## config.mk

```make
export PLATFORM = sky130hd
export DESIGN_NAME = response_matcher_with_pending_fifo
export DESIGN_NICKNAME = d
export VERILOG_FILES = /design/src/rtl/core/rmpf_pkg.sv /design/src/rtl/core/response_matcher_with_pending_fifo.sv
export VERILOG_INCLUDE_DIRS = /design/src /design/src/rtl/core
export SDC_FILE = /design/constraint.sdc
export NUM_CORES = 1
export LEC_CHECK = 0
export ABC_AREA = 1
export BUFFER_PORTS_ARGS = -buffer_cell sky130_fd_sc_hd__buf_2
export CAP_MARGIN = 20
export CORE_MARGIN = 8
export CORE_UTILIZATION = 40
export DETAILED_ROUTE_END_ITERATION = 12
export REMOVE_ABC_BUFFERS = 1
export SLEW_MARGIN = 25
export SYNTH_ARGS = -nofsm -noshare
export SYNTH_HDL_FRONTEND = slang
export SYNTH_SLANG_ARGS = --single-unit
```

## constraint.sdc

```tcl
create_clock -name clk -period 3.7 [get_ports clk]
set_input_delay 0.555 -clock clk [delete_from_list [all_inputs] [get_ports clk]]
set_output_delay 0.555 -clock clk [all_outputs]
set_load 0.03 [all_outputs]
```

## src/rtl/core/assert_macros.svh

```systemverilog
// ----------------------------------------------------------------------------
// assertion helper macros
// concurrent checks clocked on the rising edge, empty under SYNTH
// ----------------------------------------------------------------------------
`ifndef ASSERT_MACROS_SVH
`define ASSERT_MACROS_SVH

`ifndef SYNTH
// check held while out of reset
`define RMPF_ASSERT_RST(lbl, clk_i, rstn_i, prop, msg) \
  lbl: assert property (@(posedge clk_i) disable iff (!rstn_i) prop) else $error(msg);
// check held at every edge, reset included
`define RMPF_ASSERT_ALW(lbl, clk_i, prop, msg) \
  lbl: assert property (@(posedge clk_i) prop) else $error(msg);
`else
`define RMPF_ASSERT_RST(lbl, clk_i, rstn_i, prop, msg)
`define RMPF_ASSERT_ALW(lbl, clk_i, prop, msg)
`endif

`endif

```

## src/rtl/core/rmpf_pkg.sv

```systemverilog
// ----------------------------------------------------------------------------
// rmpf_pkg
// types and constants of the response matcher with pending byte fifo
// ----------------------------------------------------------------------------
`timescale 1ns / 1ps
`default_nettype none

package rmpf_pkg;

  // budget register width and reset value
  localparam int unsigned BUDGET_W = 24;
  localparam logic [BUDGET_W-1:0] BUDGET_RESET = 24'd10000000;

  // terminator byte of a response frame
  localparam logic [7:0] TERM_BYTE = 8'hFF;

  // match progress after the code byte and two terminators
  localparam logic [1:0] PROG_LAST = 2'd3;

  // item kinds
  typedef enum logic [1:0] {
    KIND_START = 2'd0,
    KIND_BYTE  = 2'd1,
    KIND_POLL  = 2'd2,
    KIND_READ  = 2'd3
  } kind_t;

  // result codes
  typedef enum logic [2:0] {
    ST_WAITING  = 3'd0,
    ST_MATCHED  = 3'd1,
    ST_OVERFLOW = 3'd2,
    ST_TIMEOUT  = 3'd3,
    ST_BYTE     = 3'd4,
    ST_NOTHING  = 3'd5
  } status_t;

  // per-word info carried from the update stage to the read-data stage
  typedef struct packed {
    status_t    status;
    logic [7:0] data;
    logic       from_mem;
  } stage_info_t;

endpackage

`default_nettype wire

```

## src/rtl/core/response_matcher_with_pending_fifo.sv

```systemverilog
// ----------------------------------------------------------------------------
// response_matcher_with_pending_fifo
// watches received bytes for a code byte plus three 0xFF bytes, keeps the
// stray bytes in a pending fifo memory and serves read requests from it
// ----------------------------------------------------------------------------
// Usage:
//   in_*  : one word per step; in_tuser carries the kind (start, received
//           byte, idle poll, read request), in_tdata the code, byte and flag.
//   out_* : exactly one result word per input word, in order; out_tuser holds
//           the status, out_tdata the delivered byte and the fifo fill.
//   cfg_* : writes the 24-bit poll budget loaded by a start word; always ready.
//   Path: first stage register, then output register. Throughput: one word
//   per cycle while the output is not stalled; the match state lives in
//   flip-flops and the pending fifo is a one-port-write, one-port-read memory
//   with registered read data, so every kind of word completes in one update.
//   Reset: clears the matcher, the fifo pointers and fill, and loads the
//   budget register with 10000000; the fifo memory itself is not cleared.
//   Stall: with out_tready low the output register and one stage behind it
//   hold their words; in_tready drops only once both are occupied.
// ----------------------------------------------------------------------------
`timescale 1ns / 1ps
`default_nettype none

`include "assert_macros.svh"

module response_matcher_with_pending_fifo #(
  parameter int unsigned PENDING_DEPTH = 64,
  localparam int unsigned ADDR_W = $clog2(PENDING_DEPTH),
  localparam int unsigned CNT_W  = $clog2(PENDING_DEPTH + 1),
  localparam int unsigned OUT_W  = ((8 + CNT_W + 7) / 8) * 8
) (
  input  wire logic                          clk,
  input  wire logic                          rst_n,
  // input stream
  input  wire logic                          in_tvalid,
  output logic                               in_tready,
  input  wire logic [23:0]                   in_tdata,  // expect_code, rx_byte, hw_valid
  input  wire logic [1:0]                    in_tuser,  // kind
  // result stream
  output logic                               out_tvalid,
  input  wire logic                          out_tready,
  output logic [OUT_W-1:0]                   out_tdata, // data_byte, pending_count
  output logic [2:0]                         out_tuser, // status
  // budget register write
  input  wire logic                          cfg_valid,
  output logic                               cfg_ready,
  input  wire logic [rmpf_pkg::BUDGET_W-1:0] cfg_data
);

  localparam logic [ADDR_W-1:0] PTR_LAST = ADDR_W'(PENDING_DEPTH - 1);
  localparam logic [CNT_W-1:0]  CNT_FULL = CNT_W'(PENDING_DEPTH);

  // input word fields
  rmpf_pkg::kind_t in_kind;
  logic [7:0]      in_code;
  logic [7:0]      in_rx;
  logic            in_hw;
  logic            in_acc;

  assign in_kind = rmpf_pkg::kind_t'(in_tuser);
  assign in_code = in_tdata[7:0];
  assign in_rx   = in_tdata[15:8];
  assign in_hw   = in_tdata[16];

  // matcher and fifo state
  logic [rmpf_pkg::BUDGET_W-1:0] timeout_r;
  logic                          waiting_r, waiting_nxt;
  logic [1:0]                    prog_r, prog_nxt;
  logic [7:0]                    armed_r, armed_nxt;
  logic [rmpf_pkg::BUDGET_W-1:0] budget_r, budget_nxt;
  logic [ADDR_W-1:0]             head_r, head_nxt;
  logic [ADDR_W-1:0]             tail_r, tail_nxt;
  logic [CNT_W-1:0]              fill_r, fill_nxt;

  // pending byte memory
  logic [7:0]                    pend_mem [PENDING_DEPTH];
  logic [7:0]                    rdata_r;
  logic                          push;
  logic                          pop;

  // pipeline registers
  logic                          p1_valid_r;
  rmpf_pkg::stage_info_t         p1_info_r, p1_info_nxt;
  logic [CNT_W-1:0]              p1_count_r;
  logic                          p1_adv;
  logic                          out_valid_r;
  rmpf_pkg::status_t             out_status_r;
  logic [7:0]                    out_data_r;
  logic [CNT_W-1:0]              out_count_r;

  // handshakes
  assign p1_adv    = p1_valid_r && (!out_valid_r || out_tready);
  assign in_tready = !p1_valid_r || p1_adv;
  assign in_acc    = in_tvalid && in_tready;
  assign cfg_ready = 1'b1;

  // budget register
  always_ff @(posedge clk) begin
    if (!rst_n) begin
      timeout_r <= rmpf_pkg::BUDGET_RESET;
    end else if (cfg_valid && cfg_ready) begin
      timeout_r <= cfg_data;
    end
  end

  // step update: matcher, budget and fifo bookkeeping
  always_comb begin
    logic [rmpf_pkg::BUDGET_W-1:0] bdec;
    logic                          fifo_full;
    logic                          finish;
    rmpf_pkg::status_t             st;

    waiting_nxt = waiting_r;
    prog_nxt    = prog_r;
    armed_nxt   = armed_r;
    budget_nxt  = budget_r;
    head_nxt    = head_r;
    tail_nxt    = tail_r;
    fill_nxt    = fill_r;
    push        = 1'b0;
    pop         = 1'b0;
    finish      = 1'b0;
    st          = rmpf_pkg::ST_NOTHING;
    bdec        = budget_r - 1'b1;
    fifo_full   = (fill_r == CNT_FULL);
    p1_info_nxt = '{status: rmpf_pkg::ST_NOTHING, data: 8'h00, from_mem: 1'b0};

    case (in_kind)
      rmpf_pkg::KIND_START: begin
        armed_nxt  = in_code;
        budget_nxt = timeout_r;
        prog_nxt   = 2'd0;
        if (timeout_r == '0) begin
          waiting_nxt = 1'b0;
          st          = rmpf_pkg::ST_TIMEOUT;
        end else begin
          waiting_nxt = 1'b1;
          st          = rmpf_pkg::ST_WAITING;
        end
      end
      rmpf_pkg::KIND_BYTE, rmpf_pkg::KIND_POLL: begin
        if (waiting_r) begin
          budget_nxt = bdec;
          st         = rmpf_pkg::ST_WAITING;
          if (in_kind == rmpf_pkg::KIND_BYTE) begin
            if (prog_r == 2'd0) begin
              if (in_rx == armed_r) begin
                prog_nxt = 2'd1;
              end else if (fifo_full) begin
                finish = 1'b1;
                st     = rmpf_pkg::ST_OVERFLOW;
              end else begin
                push = 1'b1;
              end
            end else if (in_rx == rmpf_pkg::TERM_BYTE) begin
              if (prog_r == rmpf_pkg::PROG_LAST) begin
                finish = 1'b1;
                st     = rmpf_pkg::ST_MATCHED;
              end else begin
                prog_nxt = prog_r + 1'b1;
              end
            end else if (in_rx == armed_r) begin
              prog_nxt = 2'd1;
            end else begin
              prog_nxt = 2'd0;
              if (fifo_full) begin
                finish = 1'b1;
                st     = rmpf_pkg::ST_OVERFLOW;
              end else begin
                push = 1'b1;
              end
            end
          end
          // last unit spent without a frame end
          if (st == rmpf_pkg::ST_WAITING && bdec == '0) begin
            finish = 1'b1;
            st     = rmpf_pkg::ST_TIMEOUT;
          end
          if (finish) begin
            waiting_nxt = 1'b0;
            prog_nxt    = 2'd0;
          end
        end
      end
      rmpf_pkg::KIND_READ: begin
        if (fill_r != '0) begin
          pop                  = 1'b1;
          st                   = rmpf_pkg::ST_BYTE;
          p1_info_nxt.from_mem = 1'b1;
        end else if (in_hw) begin
          st               = rmpf_pkg::ST_BYTE;
          p1_info_nxt.data = in_rx;
        end
      end
      default: begin
        st = rmpf_pkg::ST_NOTHING;
      end
    endcase

    // pointer and fill movement
    if (push) begin
      tail_nxt = (tail_r == PTR_LAST) ? '0 : tail_r + 1'b1;
      fill_nxt = fill_r + 1'b1;
    end
    if (pop) begin
      head_nxt = (head_r == PTR_LAST) ? '0 : head_r + 1'b1;
      fill_nxt = fill_r - 1'b1;
    end

    p1_info_nxt.status = st;
  end

  // state registers, updated once per accepted word
  always_ff @(posedge clk) begin
    if (!rst_n) begin
      waiting_r <= 1'b0;
      prog_r    <= 2'd0;
      armed_r   <= 8'h00;
      budget_r  <= '0;
      head_r    <= '0;
      tail_r    <= '0;
      fill_r    <= '0;
    end else if (in_acc) begin
      waiting_r <= waiting_nxt;
      prog_r    <= prog_nxt;
      armed_r   <= armed_nxt;
      budget_r  <= budget_nxt;
      head_r    <= head_nxt;
      tail_r    <= tail_nxt;
      fill_r    <= fill_nxt;
    end
  end

  // fifo memory: write at tail, registered read at head
  always_ff @(posedge clk) begin
    if (in_acc && push) begin
      pend_mem[tail_r] <= in_rx;
    end
    if (in_acc && pop) begin
      rdata_r <= pend_mem[head_r];
    end
  end

  // first stage: waits for the memory read data
  always_ff @(posedge clk) begin
    if (!rst_n) begin
      p1_valid_r <= 1'b0;
    end else if (in_tready) begin
      p1_valid_r <= in_tvalid;
    end
  end

  always_ff @(posedge clk) begin
    if (in_acc) begin
      p1_info_r  <= p1_info_nxt;
      p1_count_r <= fill_nxt;
    end
  end

  // output register
  always_ff @(posedge clk) begin
    if (!rst_n) begin
      out_valid_r <= 1'b0;
    end else if (p1_adv) begin
      out_valid_r <= 1'b1;
    end else if (out_tready) begin
      out_valid_r <= 1'b0;
    end
  end

  always_ff @(posedge clk) begin
    if (p1_adv) begin
      out_status_r <= p1_info_r.status;
      out_data_r   <= p1_info_r.from_mem ? rdata_r : p1_info_r.data;
      out_count_r  <= p1_count_r;
    end
  end

  // result word packing
  always_comb begin
    out_tdata              = '0;
    out_tdata[7:0]         = out_data_r;
    out_tdata[8 +: CNT_W]  = out_count_r;
  end

  assign out_tvalid = out_valid_r;
  assign out_tuser  = out_status_r;

  // checks
  `RMPF_ASSERT_RST(a_fill_bound, clk, rst_n, (fill_r <= CNT_FULL), "pending fill above depth")
  `RMPF_ASSERT_RST(a_empty_ptrs, clk, rst_n, (fill_r == '0) |-> (head_r == tail_r), "empty fifo with split pointers")
  `RMPF_ASSERT_RST(a_idle_prog, clk, rst_n, (!waiting_r) |-> (prog_r == 2'd0), "match progress while idle")
  `RMPF_ASSERT_RST(a_p1_hold, clk, rst_n, (p1_valid_r && !p1_adv) |=> (p1_valid_r && $stable(p1_info_r)), "stage word lost under stall")

endmodule

`default_nettype wire
```

==> qor.txt, run 1 <==
status: complete, no violations
Skew-Pair Late Insertion Delay: 610 ps
postcts setup bufs: 0
Setup Viol. Count Final: 0
Fin. Hold Viols: 0
Startpoint Class: register
leak pwr: 10.5 nW
CTS Root Cell: clkbuf_16
Total GRT Usage: 0.181
crit end category: register
largest net degree at the start of global routing: 147
dominant cells by area after synthesis: edfxtp_1, dfxtp_1, nor2_1
Die Width: 273 microns
Peak Freq: 313 MHz
worst hold path class: in -> reg
Final HPWL DP: 43.1 mm
setup TNS: 0 ps
synthesized flop and latch total: 637
P&R area growth vs syn: 14.6%
vias per inst: 5.48
share of cells above drive strength 1: 0.137
synth cell count leaders: edfxtp_1, nor2_1, o21ai_0
Netlist Area Pre-Place: 26500 sq um
Finished Layout Cells: 3315
Starting Density: 0.404
Placed Instances: 3193
CTS Hold Bufs: 0
RSZ-0062 raised after global routing: false
register area: 18300 sq um
Die H: 273 microns
Bufs and invs on worst path: 1
Synth Flop Type: edfxtp_1
Ys Warns: 0
max cap viols: 0
Max Slew Vio Count: 0
ordered list of cells on the worst path: inv_1 > ha_1 > nand4_4 > nor2_1 > nor3_2 > nand3_2 > nor2_4 > nand2_1 > nor2_1
WL per Instance: 21.0 microns
Port-buffer cells: 67
Residual DRC: 0
GPL Wtd Cong: 0.826
power per cell area: 527 nW/um^2
most numerous cell in the Yosys netlist: edfxtp_1
crit path max fanout: 8
final WL: 69.6 mm
min Tclk post-route: 3190 ps
sequential area share after synthesis: 0.692
Core ar.: 65600 sq um
VDD IR max: 0.000354 V
H-tree depth: 3
post-CTS resize count: 0
Post-DRT Antenna Nets: 0
TritonCTS buffer count: 68
CP most frequent cell: nor2_1
CTS tree: done
multi-input logic area: 7240 sq um
Clock Pin Slew Worst Setup and Hold Paths: 60 ps
Pre-antenna DRT Iters: 8
Setup Crit Path Kind: reg -> reg
Fillers: 5941
largest buffer count on any clock path: 3
Hold Slack: 165 ps
Vias: 18200
CP max stage delay: 750 ps
Clock Sinks: 637
Rel. slew slack: 0.359
post-layout power: 16.0 mW
Final Cycle Share: 0.862
Mapped Cells: 2305
row count: 94
Slowest cell on crit path: nor2_1
first-pass GRT wire length: 105 mm
detailed router's first-iteration violation count: 1567
Crit path max-delay family: simple AND/OR/NAND/NOR gates
initial antenna violation count: 2
total gr overflow: 0
vias in the first global route: 18000
worst endpoint required time: 3920 ps
nets@finish: 2467
clk_skew: 28.4 ps
Worst Max-Slew Pin Slew: 958 ps
FFs w/ async S/R, synth: 0
I/O pin total: 77
die area: 74700 sq um
EDFF count, synth: 557
Synth area leader: edfxtp_1
Yosys cell types: 47
Arr. time, crit path: 3410 ps
share of the synthesized area in the top cell type: 0.631
Synth Area per Inst: 11.5 sq um
stage by stage:
step	instance area (sq um)	util	setup slack (ps)
floorplan	26000	-	-6780
global placement	28200	0.429	268
detailed placement	28200	0.429	243
CTS	30300	0.462	515
global route	30400	0.462	363
finish	30400	0.462	510
final timing paths:
check | start | endpoint | slack (ps) | depth (start not counted)
worst min-delay path | cfg_data[15] | timeout_r[15] | 160 | 3
worst min register to register | p1_count_r[3] | out_count_r[3] | 420 | 0
worst max register to register | fill_r[0] | pend_mem[56][2] | 510 | 9
worst max-delay path | fill_r[0] | pend_mem[56][2] | 510 | 9
placed cells by master (no fill, tap or decap), types with 17 or more instances in the layout:
cell	count
nand2_1	233
clkinv_1	17
nand4_1	26
clkbuf_1	17
buf_4	83
o221ai_1	51
a21oi_1	67
inv_1	86
nor2_1	414
edfxtp_1	557
nand2_2	18
o22ai_1	74
clkbuf_16	70
o21ai_0	299
nand3_1	91
dfxtp_1	77
buf_2	67
a221oi_1	20
kinds of logic (layout without fill, tap and decap cells):
logic type               count (synthesis)  in the layout  share of synthesized area
XOR/XNOR                                13             13                    0.00430
other                                    2              3                   0.000284
multiplexers                             8              8                    0.00340
buffers and inverters                  239            384                     0.0348
AO/OA/AOI/OAI                          546            546                      0.120
flip-flops                             637            637                      0.692
AND/OR/NAND/NOR                        847            847                      0.140
adder cells (fa/ha/maj)                 13             13                    0.00614
sequential cells by signal, summed over array words and instances, names as in the netlist, 8 cells and up:
register / cells
rdata_r: 8
p1_info_r: 12
timeout_r: 24
out_data_r: 8
pend_mem: 512
budget_r: 24
armed_r: 8
report_power, final:
group / total, mW / internal (mW) / switching, mW
logic: 1.30 / 0.388 / 0.913
clock network: 6.72 / 3.95 / 2.77
registers: 7.98 / 7.91 / 0.0706
per-layer routing:
layer,part of all wire,GRT usage,up-vias
met5,0.00012,0,-
met4,0.023,0.0570,2
met3,0.062,0.0324,102
met2,0.49,0.309,568
met1,0.42,0.233,8965
li1,-,-,8518
cell type report:
class | instances | share of cell area
antenna | 1 | 0.0000824
tap | 864 | 0.0356
sequential | 637 | 0.604
clock buffer | 93 | 0.0625
timing repair buffer | 157 | 0.0362
multi-input combinational | 1429 | 0.239
inverter | 106 | 0.0133
clock inverter | 28 | 0.00952
worst min-delay path: stages:
cell and delay [ps]:
buf_2 80, nand2_1 40, nand3_1 60
(Power assumes the default switching activity.)
==> run 2, diff against run 1 <==
==> constraint.sdc (replaced) <==
create_clock -name clk -period 3.7 [get_ports clk]
set_input_delay 0.74 -clock clk [delete_from_list [all_inputs] [get_ports clk]]
set_output_delay 0.74 -clock clk [all_outputs]
set_load 0.03 [all_outputs]
==> run 2 against run 1 <==
  * Final cell count increased by 0.45%
  * Routed wire length grew 1.3%
  * Utilization up 0.18 points
  * Hold slack better by 170 ps
  * Non-clock buffer count grew 7
  * Clock skew about the same
  * Global-route usage increased by 0.35 points
  * Critical path type unchanged
  * Setup slack worse by 1.9 ps
  * Sequential share of layout area fell by 0.23 points
==> qor.txt, run 2 (synthesis results as in run 1) <==
RR Startpoint: fill_r[0]
H-tree depth: 3 (unchanged)
Placed Instances: 3200 (+0.22%)
max cap viols: 0 (unchanged)
Core ar.: 65600 sq um (unchanged)
Clock Pin Slew Worst Setup and Hold Paths: 60 ps (about the same)
Final HPWL DP: 44.0 mm (+2.1%)
CTS tree: done
hold path startpoint: cfg_data[9]
Final Cycle Share: 0.863 (about the same)
CTS Hold Bufs: 0 (unchanged)
largest reg by FF count: pend_mem
Worst R2R Setup Slack: 510 ps (about the same)
row count: 94 (unchanged)
Pre-antenna DRT Iters: 6 (-2)
Starting Density: 0.404 (unchanged)
Peak Freq: 313 MHz (about the same)
largest net degree at the start of global routing: 124 (-16%)
die area: 74700 sq um (unchanged)
setup TNS: 0 ps (unchanged)
post-CTS resize count: 0 (unchanged)
initial antenna violation count: 4 (+2)
Post-DRT Antenna Nets: 0 (unchanged)
VDD IR max: 0.000298 V (-16%)
Hold Slack: 332 ps (+168 ps)
Worst Reg-to-Reg Cells: 9 (unchanged)
Fin. Hold Viols: 0 (unchanged)
I/O pin total: 77 (unchanged)
crit path max fanout: 8 (unchanged)
worst flop-to-flop path endpoint: pend_mem[8][4]
detailed router's first-iteration violation count: 1726 (+10%)
Residual DRC: 0 (unchanged)
Vias: 18300 (+0.76%)
vias in the first global route: 17700 (-1.4%)
Setup Crit Path Kind: reg -> reg
GPL Wtd Cong: 0.900 (+8.9%)
most frequent cells in the layout: edfxtp_1, nor2_1, o21ai_0
Die Width: 273 microns (unchanged)
nets@finish: 2476 (+0.36%)
crit end category: register
postcts setup bufs: 0 (unchanged)
P&R area growth vs syn: 15.0%
share of cells above drive strength 1: 0.140 (+0.00288)
worst endpoint required time: 3920 ps (about the same)
Die H: 273 microns (unchanged)
WL per Instance: 21.2 microns (+0.84%)
worst hold path class: in -> reg
final setup margin: 508 ps (-1.89 ps)
Arr. time, crit path: 3420 ps (about the same)
max reg flops: 512 (unchanged)
largest buffer count on any clock path: 3 (unchanged)
vias per inst: 5.49 (+0.31%)
Setup Viol. Count Final: 0 (unchanged)
clk_skew: 28.3 ps (-0.135 ps)
Total GRT Usage: 0.184 (+0.00350)
power per cell area: 532 nW/um^2 (+0.92%)
CTS Root Cell: clkbuf_16
RSZ-0062 raised after global routing: false
most common cell after layout, fill and taps aside: edfxtp_1
leak pwr: 10.6 nW (+0.64%)
final WL: 70.5 mm (+1.3%)
Finished Layout Cells: 3330 (+0.45%)
pre-CTS setup slack: 102 ps (-141 ps)
post-layout power: 16.2 mW (+1.3%)
Max Slew Vio Count: 0 (unchanged)
status: complete, no violations
Startpoint Class: register
Hold EP: timeout_r[9]
Rel. slew slack: 0.367 (+0.00809)
TritonCTS buffer count: 70 (+2.9%)
Skew-Pair Late Insertion Delay: 620 ps (about the same)
min Tclk post-route: 3190 ps (+1.89 ps)
Worst Max-Slew Pin Slew: 946 ps (-12.1 ps)
total gr overflow: 0 (unchanged)
Port-buffer cells: 67 (unchanged)
hold-critical path depth: 3 (unchanged)
first-pass GRT wire length: 107 mm (+1.3%)
Clock Sinks: 637 (unchanged)
largest registers: pend_mem: 512 flops, budget_r: 24 flops, timeout_r: 24 flops
==> run 2: cell types whose count changed in the layout (fill, tap and decap cells not counted), moves of 2 or more <==
cell	previous run	this run
buf_4	83	91
clkbuf_1	17	19
clkbuf_16	70	72
clkbuf_8	6	0
clkinv_1	17	20
clkinv_2	6	12
inv_16	0	3
inv_6	6	4
==> run 2: through the flow <==
| stage | area (sq um) | utilization |
|---|---|---|
| 5_1_grt | 30500 | 0.464 |
| 6_report | 30500 | 0.464 |
| 3_3_place_gp | 28200 | 0.430 |
| 2_1_floorplan | 26000 | - |
| 3_5_place_dp | 28200 | 0.430 |
| 4_1_cts | 30500 | 0.464 |
==> run 2: critical path, cell delays in order (launching register included) <==
cell	delay [ps]
dfxtp_1	390
inv_1	120
ha_1	270
nand4_4	140
nor2_1	60
nor3_2	130
nand3_2	180
nor2_4	290
nand2_1	480
nor2_1	730
==> run 2: how the worst max path moves through the flow <==
stage                       from             end  slack [ps]
floorplan              head_r[0]      rdata_r[5]       -6780
global placement    in_tdata[14]  pend_mem[0][7]         120
detailed placement  in_tdata[14]  pend_mem[0][7]         100
CTS                    fill_r[0]  pend_mem[8][5]         480
global route           fill_r[0]  pend_mem[0][6]         310
finish                 fill_r[0]  pend_mem[8][4]         510
==> run 2: where the power goes <==
| group | internal [mW] | switching (mW) |
|---|---|---|
| Clock | 4.03 | 2.88 |
| Combinational | 0.393 | 0.919 |
| Sequential | 7.91 | 0.0692 |
| Total | 12.3 | 3.87 |
==> run 2: final cells by class <==
type                    instances  area (sq um)
fillers                      5888         35200
clock buffers                  91          1870
diodes                          2          5.00
flip-flops and latches        637         18300
repair buffers                164          1140
multi-input cells            1429          7240
clock inverters                37           387
inverters                     106           404
well taps                     864          1080
==> run 2: metal layers <==
| metal | part of all wire | track usage | up-vias | routed length, microns |
|---|---|---|---|---|
| met5 | 0 | 0 | - | 0 |
| met4 | 0.027 | 0.0567 | 0 | 1910 |
| met3 | 0.064 | 0.0335 | 123 | 4510 |
| met2 | 0.49 | 0.312 | 605 | 34700 |
| met1 | 0.42 | 0.240 | 9023 | 29300 |
| li1 | - | - | 8542 | - |
